**src/rtl/hkvt_pkg.sv**
```systemverilog
`timescale 1ns / 1ps
`default_nettype none

package hkvt_pkg;

	localparam int KEY_W = 31;
	localparam int VAL_W = 31;

	typedef enum logic [1:0] {
		OP_PUT    = 2'd0,
		OP_GET    = 2'd1,
		OP_REMOVE = 2'd2
	} hkvt_op_t;

	typedef enum logic [2:0] {
		ST_CLEAR,
		ST_IDLE,
		ST_MUL,
		ST_SCALE,
		ST_REDUCE,
		ST_READ,
		ST_UPDATE
	} hkvt_state_t;

	typedef struct packed {
		logic load_in;
		logic clear_wr;
		logic update;
	} hkvt_cmd_t;

	typedef struct packed {
		logic clear_last;
		logic out_busy;
	} hkvt_status_t;

endpackage

`default_nettype wire

```
**src/rtl/hkvt_ctrl.sv**
```systemverilog
`timescale 1ns / 1ps
`default_nettype none

module hkvt_ctrl (
	input  wire logic                 clk,
	input  wire logic                 arst_n,
	input  wire logic                 in_valid,
	output logic                      in_ready,
	input  wire hkvt_pkg::hkvt_status_t stat,
	output hkvt_pkg::hkvt_cmd_t       cmd
);

	hkvt_pkg::hkvt_state_t state_q, state_d;

	always_ff @(posedge clk or negedge arst_n) begin
		if (!arst_n) begin
			state_q <= hkvt_pkg::ST_CLEAR;
		end else begin
			state_q <= state_d;
		end
	end

	always_comb begin
		state_d      = state_q;
		in_ready     = 1'b0;
		cmd.load_in  = 1'b0;
		cmd.clear_wr = 1'b0;
		cmd.update   = 1'b0;
		unique case (state_q)
			hkvt_pkg::ST_CLEAR: begin
				cmd.clear_wr = 1'b1;
				if (stat.clear_last) begin
					state_d = hkvt_pkg::ST_IDLE;
				end
			end
			hkvt_pkg::ST_IDLE: begin
				in_ready = 1'b1;
				if (in_valid) begin
					cmd.load_in = 1'b1;
					state_d     = hkvt_pkg::ST_MUL;
				end
			end
			hkvt_pkg::ST_MUL:    state_d = hkvt_pkg::ST_SCALE;
			hkvt_pkg::ST_SCALE:  state_d = hkvt_pkg::ST_REDUCE;
			hkvt_pkg::ST_REDUCE: state_d = hkvt_pkg::ST_READ;
			hkvt_pkg::ST_READ:   state_d = hkvt_pkg::ST_UPDATE;
			hkvt_pkg::ST_UPDATE: begin
				if (!stat.out_busy) begin
					cmd.update = 1'b1;
					state_d    = hkvt_pkg::ST_IDLE;
				end
			end
			default: state_d = hkvt_pkg::ST_CLEAR;
		endcase
	end

endmodule

`default_nettype wire

```
**config.mk**
```make
export PLATFORM = sky130hd
export DESIGN_NAME = hkvt_ctrl
export DESIGN_NICKNAME = d
export VERILOG_FILES = /design/src/rtl/hkvt_pkg.sv /design/src/rtl/hkvt_ctrl.sv
export SDC_FILE = /design/constraint.sdc
export NUM_CORES = 1
export LEC_CHECK = 0
export BUFFER_PORTS_ARGS = -buffer_cell sky130_fd_sc_hd__buf_2
export CAP_MARGIN = 10
export CELL_PAD_IN_SITES_DETAIL_PLACEMENT = 1
export CELL_PAD_IN_SITES_GLOBAL_PLACEMENT = 1
export CORE_AREA = 2 2 39 41
export DETAILED_ROUTE_END_ITERATION = 12
export DIE_AREA = 0 0 41 43
export GPL_ROUTABILITY_DRIVEN = 0
export HOLD_SLACK_MARGIN = 0.1
export MAX_ROUTING_LAYER = met4
export PLACE_DENSITY_LB_ADDON = 0.1
export SETUP_SLACK_MARGIN = 0.3
export SLEW_MARGIN = 15
export SYNTH_ARGS = -nofsm -noshare
export SYNTH_HDL_FRONTEND = slang
export SYNTH_SLANG_ARGS = --single-unit
```
**constraint.sdc**
```tcl
create_clock -name clk -period 1.15 [get_ports clk]
set_input_delay 0.115 -clock clk [delete_from_list [all_inputs] [get_ports clk]]
set_output_delay 0.115 -clock clk [all_outputs]
set_load 0.01 [all_outputs]
```
======== Word-level counts from Yosys, hierarchy flattened ========
Cells that the tools add are included.
word-level totals
  logic and storage cells ................. 22
  flip-flop bits (word level) ............. 3
  output and inout port bits .............. 4
operators by class
  equality and inequality tests ........... 9
  reductions and logical operators ........ 2
  multiplexer cells ....................... 10
operators by type and width
  operator                                                                count
  3-bit one-hot mux with 7 select lines                                   1
  3-bit equality test (second input constant)                             3
  3-bit two-way mux                                                       3
  3-bit by 2-bit equality test with 1-bit output (second input constant)  2
  1-bit two-way mux                                                       6
  2-bit inequality test (second input constant)                           3
  3-bit by 1-bit equality test with 1-bit output (second input constant)  1
  3-bit logical NOT                                                       1
  3-bit AND reduction                                                     1

======== Longest topological paths before layout ========
Gate-level depths: netlist (run 1).
  word-level depth ........................ 3
  mapped depth ............................ 4
  mapped depth without buffers ............ 3

======== Worst setup path before layout (run 1) ========
Ideal clock, no wire load.
  path kind ............................... reg2out
  start point ............................. register state_q[1]
  end point ............................... output port cmd[2] in the netlist's numbering
  data arrival time ....................... 915 ps
  cell stages (with the launch flop) ...... 3
  setup slack ............................. 120 ps
  required time ........................... 1035 ps
  path through ............................ dfrtp_1 -> nor3b_2 -> and2_1
RTL lines
  what                    line             RTL
  from (decl)             hkvt_ctrl.sv:13  hkvt_pkg::hkvt_state_t state_q, state_d;
  from (signal assigned)  hkvt_ctrl.sv:17  state_q <= hkvt_pkg::ST_CLEAR;
  from (signal assigned)  hkvt_ctrl.sv:19  state_q <= state_d;
  to (decl)               hkvt_ctrl.sv:10  output hkvt_pkg::hkvt_cmd_t cmd

==> results of run 1 <==
==> layout make-up <==
class                   instances  share of cell area, %
clock buffers                   4                   6.62
inverters                       1                  0.946
multi-input cells              16                   36.3
flip-flops and latches          3                   19.9
well taps                      16                   5.05
repair buffers                 17                   31.2
==> power by group through the flow <==
stage               registers, mW  logic, mW  clock network (mW)
CTS                         0.250      0.616               0.198
detailed placement          0.250      0.427                   0
global route                0.282      0.732               0.217
finish                      0.270      0.666               0.184
floorplan                   0.219      0.297                   0
global placement            0.245      0.434                   0
==> routing by layer <==
| layer | GRT usage (%) | vias up | part of all wire (%) | wire length (um) |
|---|---|---|---|---|
| met5 | - | - | 0 | 0 |
| met4 | 2.00 | 0 | 0 | 0 |
| met3 | 7.85 | 0 | 6.1 | 38 |
| met2 | 14.1 | 9 | 54 | 332 |
| met1 | 9.68 | 109 | 40 | 249 |
| li1 | - | 113 | - | - |
==> cell usage in the layout (no fill, tap or decap) <==
| master | Yosys | layout |
|---|---|---|
| clkbuf_4 | 0 | 3 |
| a21oi_2 | 0 | 1 |
| o21ai_2 | 0 | 1 |
| buf_6 | 1 | 3 |
| dfrtp_2 | 0 | 3 |
| and2_4 | 0 | 1 |
| nor3_2 | 0 | 1 |
| clkbuf_1 | 0 | 1 |
| buf_4 | 0 | 6 |
| nand2b_1 | 1 | 1 |
| nor2b_1 | 2 | 1 |
| buf_2 | 0 | 7 |
| o21ai_1 | 3 | 2 |
| nor3b_4 | 0 | 2 |
| nand2_1 | 1 | 1 |
| nor2b_4 | 0 | 1 |
| inv_2 | 1 | 1 |
| o41ai_2 | 0 | 1 |
| nor2_1 | 2 | 2 |
| o22ai_1 | 1 | 1 |
| dlygate4sd3_1 | 0 | 1 |
==> critical path: cells and delay by family, from the launching register on <==
family	cells	cell delay, ps
flip-flops	1	410
buffers and inverters	1	150
AND/OR/NAND/NOR	2	350
==> kinds of logic (layout without fill, tap and decap cells) <==
group                  count (synthesis)  in the layout  synth area share (%)
buffers and inverters                  2             22                  7.84
and+or+nand+nor                       10             10                  34.6
DFF                                    3              3                  39.2
AOI/OAI and AO/OA                      6              6                  18.3
==> metrics by stage <==
step / worst slack [ps] / hold WS [ps] / total power, mW / instance area [sq um]
6_report: -107 / 151 / 1.12 / 397
5_1_grt: -180 / 161 / 1.23 / 397
4_1_cts: -109 / 144 / 1.06 / 374
3_5_place_dp: 36.0 / -84.4 / 0.677 / 274
3_3_place_gp: 56.6 / -86.3 / 0.679 / 274
2_1_floorplan: 127 / -181 / 0.516 / 203
==> path summary, 6_finish.rpt <==
path | from | to | cells after the start
max in group asynchronous | arst_n | state_q[1] | 2
min in group asynchronous | arst_n | state_q[2] | 2
setup / recovery | state_q[2] | cmd[0] | 3
hold / removal | stat[1] | state_q[0] | 3
setup reg to reg | state_q[0] | state_q[1] | 4
hold reg to reg | state_q[0] | state_q[0] | 2
==> timing repair <==
| action | 4_1_cts | 5_1_grt |
|---|---|---|
| hold buffers | 1 | 0 |
| resized for setup | 7 | 5 |
| pin swaps | 0 | 2 |
| setup endpoints to repair | 7 | 7 |
| buffers inserted | 5 | 0 |
| endpoints found under the hold margin | 3 | 0 |
==> results.md, run 1 <==
* Outcome: complete, but fails checks
* Violated checks: setup timing
* Max reg flops at 3
* P_int at 0.700 mW
* Top reg by flops: state_q
* Tcrit/Tclk final at 109%
* Drc violations at 0
* Nets@finish at 47
* Drt total wl at 620 um
* CP Launch Type: register
* FFs w/ async S/R, synth at 100%
* Endpoints failing hold at 0
* Biggest regs: state_q x3
* Final min period at 1260 ps
* Via count at 231
* Worst-Margin Slew at 231 ps
* Root buf cell: clkbuf_4
* Final worst setup slack at -107 ps
* P_sw at 0.420 mW
* First-pass DRT Iterations at 2
* Area Overhead vs Synth at 107%
* Switching Share at 37.5%
* Final core area utilization at 28.7%
* Post-synthesis average cell area at 9.12 sq um
* Die X at 41 um
* R2r setup slk at 70 ps
* Final setup viols at 4
* Slew margin rel. at 84.4%
* Crit Path Class: reg -> out
* Crit path DAT at 1140 ps
* Yosys reg bits at 3
* Worst hold path class: in -> reg
* Num CTS Buffers at 3
* TritonCTS clock tree: done
* Initial Utilization at 13.8%
* Clock slew at the register clock pins of the worst setup and hold paths at 40 ps
* Netlist cell types at 14
* WL/cell at 10.9 um
* Mapped Area at 191 sq um
* Number of I/O pins at 9
* Clock sinks at 3
* HPWL Detailed at 446 um
* Worst path cell trace: nor2b_4 -> nor3b_4 -> buf_2
* # rows at 14
* Full die area at 1760 sq um
* CP Max Fanout at 4
* Dpl cells at 47
* Final Slew Violations at 0
* Post-Route Setup TNS at -248 ps
* Mapped Cells at 21
* Ys flop type: dfrtp_1
* Number of flops mapped to enable cells by yosys at 0
* Slowest-stage cell, CP: dfrtp_2
* Core Footprint at 1380 sq um
* Clock power share at 16.4%
* Initial antenna violation count at 0
* Area fraction of the dominant cell type after synthesis at 39.2%
* Endpoint type of the worst setup path: primary output
* Via density at 4.05
* Post-route ant nets at 0
* Register Area at 78.8 sq um
* Multi-input gate area at 144 sq um
* Setup Skew at 1.66 ps
* Leakage at 0.183 nW
* Largest net degree at the start of global routing at 7
* Top cells by count, synth: dfrtp_1 (3), o21ai_1 (3), nor2_1 (2), nor2b_1 (2), nor3b_2 (2)
* Critical Path RT at 1030 ps
* Seq/Total Area, Yosys at 39.2%
* Vias in the first global route at 253
* PwrDens at 2820 nW/um^2
* Clk buf depth at 2
* CTS H-tree depth at 1
* Die height at 43 um
* Gr ovfl total at 0
* Ys Warns at 0
* Clock latency on the worst-skew pair at 230 ps
* Ant diodes at 0
* Number of port buffers at 8
* Max-Cap Viols at 0
* Fill count at 170
* Main area contributors after synthesis: dfrtp_1 (39%), nor3b_2 (13%), o21ai_1 (7.8%)
* Layout cell share with drive strength beyond 1 at 75.6%
* Fin cells at 57
* Syn nets at 26
* Initial DRC Count at 2
* Flop pwr share at 24.1%
* Combinational Power Share at 59.5%
* First-pass GRT wire length at 1.04 mm
* Post-synth top area cell: dfrtp_1
* RSZ-0062 raised after global routing: yes
* Max IR drop VDD at 0.000883 V
* Peak Freq at 0.796 GHz
* Largest stage delay on the critical path at 410 ps
* Total track usage at 9.58%
No activity file was read; power rests on OpenSTA's default activity.
==> run 2, diff against run 1 <==
PLACE_DENSITY_LB_ADDON = 0.12   (was 0.1)
==> run 2 against run 1 <==
Largest cell class unchanged. Critical path type unchanged. Total power decreased by 5.2%. Clock skew about the same. Critical path depth unchanged. Combinational power decreased by 6.5%. Die area unchanged. Sequential cell count unchanged. First-iteration DRC count unchanged. Fmax increased by 0.92%. Global-route usage decreased by 0.19 points. Sequential share of layout area increased by 0.99 points. The flow still finishes with violations (setup timing). Critical endpoint is now cmd[2]. Sequential power decreased by 4%.
==> results.md, run 2 (synthesis gave the netlist of run 1 again) <==
* Outcome: complete, but fails checks (unchanged)
* Violated checks: setup timing (unchanged)
* Commonest non-fill, non-tap cell in the layout: buf_2 (unchanged)
* Full die area at 1760 sq um (unchanged)
* Top delay family on crit path: flip-flops (unchanged)
* Dpl cells at 46 (was 47)
* Via density at 4.09 (was 4.05)
* WL/cell at 10.8 um (was 10.9 um)
* Gr ovfl total at 0 (unchanged)
* Vias in the first global route at 254 (was 253)
* RSZ-0062 raised after global routing: yes (unchanged)
* Leakage at 0.173 nW (was 0.183 nW)
* Tcrit/Tclk final at 108% (was 109%)
* Fin cells at 56 (was 57)
* Tot Pwr at 1.06 mW (was 1.12 mW)
* Worst Hold Path Cells at 3 (unchanged)
* Num CTS Buffers at 3 (unchanged)
* CP Max Fanout at 5 (was 4)
* HPWL Detailed at 390 um (was 446 um)
* Drt total wl at 606 um (was 620 um)
* Die X at 41 um (unchanged)
* Layout cell share with drive strength beyond 1 at 72.5% (was 75.6%)
* Die height at 43 um (unchanged)
* Drc violations at 0 (unchanged)
* Max reg flops at 3 (unchanged)
* CP Launch Type: register (unchanged)
* Biggest regs: state_q x3 (unchanged)
* Total track usage at 9.39% (was 9.58%)
* Number of I/O pins at 9 (unchanged)
* Final min period at 1250 ps (was 1260 ps)
* Area Overhead vs Synth at 97.4% (was 107%)
* Peak Freq at 0.803 GHz (was 0.796 GHz)
* Largest net degree at the start of global routing at 6 (was 7)
* Initial antenna violation count at 0 (unchanged)
* Worst hold path class: in -> reg (unchanged)
* Setup Skew at 1.33 ps (was 1.66 ps)
* Critical Path Stages at 3 (unchanged)
* Critical Path RT at 1030 ps (about the same)
* Number of port buffers at 8 (unchanged)
* Most frequent cells in the layout: buf_2 (7), buf_6 (4), buf_4 (4) (was buf_2 (7), buf_4 (6), clkbuf_4 (3), buf_6 (3), dfrtp_2 (3))
* First-pass GRT wire length at 1.02 mm (was 1.04 mm)
* Largest stage delay on the critical path at 440 ps (was 410 ps)
* Hold slack at 145 ps (was 151 ps)
* Clock slew at the register clock pins of the worst setup and hold paths at 40 ps (about the same)
* Ant diodes at 0 (unchanged)
* Clock sinks at 3 (unchanged)
* Endpoints failing hold at 0 (unchanged)
* Initial Utilization at 13.8% (unchanged)
* TritonCTS clock tree: done (unchanged)
* Nets@finish at 46 (was 47)
* Root buf cell: clkbuf_4 (unchanged)
* Bufs and invs on worst path at 1 (unchanged)
* Final core area utilization at 27.3% (was 28.7%)
* Crit Path Class: reg -> out (unchanged)
* Max-Cap Viols at 0 (unchanged)
* Via count at 229 (was 231)
* Final Instance Area at 378 sq um (was 397 sq um)
* Placed instance area at 267 sq um (was 274 sq um)
* Reg2reg path depth at 5 (was 4)
* # rows at 14 (unchanged)
* CTS H-tree depth at 1 (unchanged)
* Core Footprint at 1380 sq um (unchanged)
* Post-route ant nets at 0 (unchanged)
* Worst path cell trace: nor3b_2 -> and2_4 -> buf_6 (was nor2b_4 -> nor3b_4 -> buf_2)
* Slowest-stage cell, CP: dfrtp_2 (unchanged)
* Final worst setup slack at -95.1 ps (was -107 ps)
* Top reg by flops: state_q (unchanged)
* Worst-Margin Slew at 280 ps (was 231 ps)
* Slew margin rel. at 81.1% (was 84.4%)
* Clock latency on the worst-skew pair at 230 ps (about the same)
* Final Slew Violations at 0 (unchanged)
* Clk buf depth at 2 (unchanged)
* Endpoint type of the worst setup path: primary output (unchanged)
* Max IR drop VDD at 0.000803 V (was 0.000883 V)
* First-pass DRT Iterations at 4 (was 2)
* Crit path DAT at 1130 ps (was 1140 ps)
* Final setup viols at 3 (was 4)
* Initial DRC Count at 2 (unchanged)
* PwrDens at 2810 nW/um^2 (was 2820 nW/um^2)
-- run 2: changes by cell type in the layout (fill, tap and decap cells not counted), sizes merged --
cell / change
buf: -1
-- run 2: final cells by class --
type                    instances  area (sq um)
multi-input cells              16           129
clock buffers                   4          26.3
fillers                       168          1010
flip-flops and latches          3          78.8
inverters                       1          3.75
repair buffers                 16           120
well taps                      16          20.0
-- run 2: final timing paths --
kind                            start    endpoint  slack [ps]
min in group asynchronous      arst_n  state_q[2]         220
max                        state_q[1]      cmd[2]        -100
min reg2reg                state_q[0]  state_q[0]         620
max in group asynchronous      arst_n  state_q[1]         820
max reg2reg                state_q[0]  state_q[0]         100
min                           stat[1]  state_q[0]         140
-- run 2: worst reg2reg max path: cells and delay by family, from the launching register on --
family | cells | cell delay, ps
flops | 1 | 430
simple gates | 1 | 100
buf+inv | 2 | 260
compound gates | 2 | 190
-- run 2: layer usage --
| layer | wire [um] | GRT usage [%] |
|---|---|---|
| met1 | 271 | 11.4 |
| met2 | 307 | 11.9 |
| met3 | 27 | 3.14 |
| met4 | 0 | 8.00 |
| met5 | 0 | - |
-- run 2: repair_timing --
action                                  in CTS  in global routing
hold buffers                                 1                  0
pin swaps                                    3                  1
endpoints found under the setup margin       7                  7
setup buffers                                4                  1
resized for setup                            8                  3
hold endpoints to repair                     3                  0
-- run 2: stage by stage --
stage               worst slack [ps]  setup TNS [ps]
floorplan                        127               0
global placement                62.8               0
detailed placement              93.4               0
CTS                             -110            -260
global route                    -154            -483
finish                         -95.1            -250
-- run 2: where the power goes --
group / internal [mW] / switching (mW)
Sequential: 0.169 / 0.0887
Combinational: 0.358 / 0.265
Clock: 0.130 / 0.0512
==> run 3, diff against run 2 <==
ABC_CLOCK_PERIOD_IN_PS = 1150   (was not set)
BUFFER_PORTS_ARGS = -buffer_cell sky130_fd_sc_hd__buf_4   (was -buffer_cell sky130_fd_sc_hd__buf_2)
==> run 3 against run 2 <==
The run still ends with setup timing left. Sequential cell count did not move. Critical endpoint unchanged. Core utilization fell by 0.72 points. First-iteration DRC count rose by 50%. Fmax fell by 1.1%. Clock power rose by 5%. Clock-buffer cell count did not move. Largest cell class unchanged. Cell area fell by 2.6%. Via count fell by 3.1%.
==> results.md, run 3 (synthesis gave the netlist of run 1 again) <==
* Outcome: complete, but fails checks (unchanged)
* Slew margin rel. at 80.5% (was 81.1%)
* Crit Path Class: reg -> out (unchanged)
* Final worst setup slack at -109 ps (was -95.1 ps)
* Top reg by flops: state_q (unchanged)
* Dpl cells at 46 (unchanged)
* TritonCTS clock tree: done (unchanged)
* Crit path DAT at 1140 ps (was 1130 ps)
* CP Max Fanout at 5 (unchanged)
* Die height at 43 um (unchanged)
* Area Overhead vs Synth at 92.2% (was 97.4%)
* Setup Skew at 0.682 ps (was 1.33 ps)
* Final min period at 1260 ps (was 1250 ps)
* PwrDens at 2720 nW/um^2 (was 2810 nW/um^2)
* Final setup viols at 4 (was 3)
* Initial DRC Count at 3 (was 2)
* Gr ovfl total at 0 (unchanged)
* Root buf cell: clkbuf_4 (unchanged)
* Ant diodes at 0 (unchanged)
* Num CTS Buffers at 3 (unchanged)
* Worst-Margin Slew at 289 ps (was 280 ps)
* Nets@finish at 44 (was 46)
* Leakage at 0.166 nW (was 0.173 nW)
* # rows at 14 (unchanged)
* Clk buf depth at 2 (unchanged)
* Largest net degree at the start of global routing at 6 (unchanged)
* Layout cell share with drive strength beyond 1 at 65.8% (was 72.5%)
* Violated checks: setup timing (unchanged)
* Peak Freq at 0.794 GHz (was 0.803 GHz)
* WL/cell at 11.0 um (was 10.8 um)
* Most frequent cells in the layout: buf_4 (11), o21ai_1 (3), clkbuf_4 (3), dfrtp_2 (3) (was buf_2 (7), buf_6 (4), buf_4 (4))
* Number of port buffers at 8 (unchanged)
* RSZ-0062 raised after global routing: yes (unchanged)
* HPWL Detailed at 415 um (was 390 um)
* Drc violations at 0 (unchanged)
* Core Footprint at 1380 sq um (unchanged)
* Vias in the first global route at 245 (was 254)
* Final core area utilization at 26.6% (was 27.3%)
* Initial Utilization at 13.8% (unchanged)
* Via density at 4.11 (was 4.09)
* Max-Cap Viols at 0 (unchanged)
* Final Slew Violations at 0 (unchanged)
* Post-route ant nets at 0 (unchanged)
* Max IR drop VDD at 0.00109 V (was 0.000803 V)
* CTS H-tree depth at 1 (unchanged)
* Commonest non-fill, non-tap cell in the layout: buf_4 (was buf_2)
* Worst hold path class: in -> reg (unchanged)
* Initial antenna violation count at 0 (unchanged)
* Full die area at 1760 sq um (unchanged)
* First-pass DRT Iterations at 4 (unchanged)
* First-pass GRT wire length at 938 um (was 1.02 mm)
* Number of I/O pins at 9 (unchanged)
* Endpoint type of the worst setup path: primary output (unchanged)
* Tcrit/Tclk final at 109% (was 108%)
* Drt total wl at 596 um (was 606 um)
* Hold slack at 163 ps (was 145 ps)
* Biggest regs: state_q x3 (unchanged)
* CP Launch Type: register (unchanged)
* Max reg flops at 3 (unchanged)
* Clock latency on the worst-skew pair at 240 ps (was 230 ps)
* Total track usage at 8.86% (was 9.39%)
* Clock slew at the register clock pins of the worst setup and hold paths at 40 ps (about the same)
* Via count at 222 (was 229)
* Critical Path RT at 1030 ps (about the same)
* Fin cells at 54 (was 56)
* Die X at 41 um (unchanged)
* Endpoints failing hold at 0 (unchanged)
* Clock sinks at 3 (unchanged)
-- run 3: cell types whose count changed in the layout (fill, tap and decap cells not counted) --
cell and change:
buf_4 +7, o21ai_1 +1, nor3_2 -1, buf_6 -2, o22ai_1 -1, o21ai_2 -1, nand2_1 +1, o22ai_2 +1
nand2_2 -1, nor3_1 +1, buf_2 -7
-- run 3: routing by layer --
layer  global-route usage (%)  wire, um  vias up
li1                         -         -      106
met1                     10.3       239      101
met2                     11.3       302       11
met3                     1.57        33        4
met4                     10.0        21        0
met5                        -         0        -
-- run 3: critical path, stage by stage, from the launching register on --
cell and delay (ps):
dfrtp_2 430, nor3b_2 220, and2_4 170, buf_6 90
-- run 3: final timing paths --
check	slack [ps]	cells past startpoint	to	start
worst max-delay path	-110	3	cmd[2]	state_q[1]
worst min-delay path	160	3	state_q[0]	stat[1]
worst max register to register	-20	3	state_q[0]	state_q[1]
worst min register to register	590	2	state_q[2]	state_q[1]
max in group asynchronous	840	2	state_q[1]	arst_n
min in group asynchronous	210	2	state_q[2]	arst_n
-- run 3: what timing repair did --
item,4_1_cts,5_1_grt
gates resized for setup,5,2
hold buffers,1,0
endpoints found under the hold margin,3,0
setup endpoints to repair,7,7
pin swaps,3,0
buffers inserted,2,1
-- run 3: area by class of cell --
type | instances | area, sq um
sequential | 3 | 78.8
tap | 16 | 20.0
timing repair buffer | 14 | 115
clock buffer | 4 | 26.3
multi-input combinational | 16 | 124
inverter | 1 | 3.75
fill | 168 | 1020
-- run 3: per-stage QoR --
step / area (sq um) / worst slack [ps] / setup TNS [ps] / power, mW
finish: 368 / -109 / -325 / 1.00
global route: 368 / -153 / -580 / 1.07
CTS: 353 / -118 / -352 / 0.965
detailed placement: 287 / 73.2 / 0 / 0.684
global placement: 287 / 73.6 / 0 / 0.689
floorplan: 203 / 127 / 0 / 0.516
-- run 3: power breakdown --
group          internal (mW)  switching, mW
Combinational          0.317          0.244
Clock                  0.130         0.0601
Sequential             0.169         0.0814
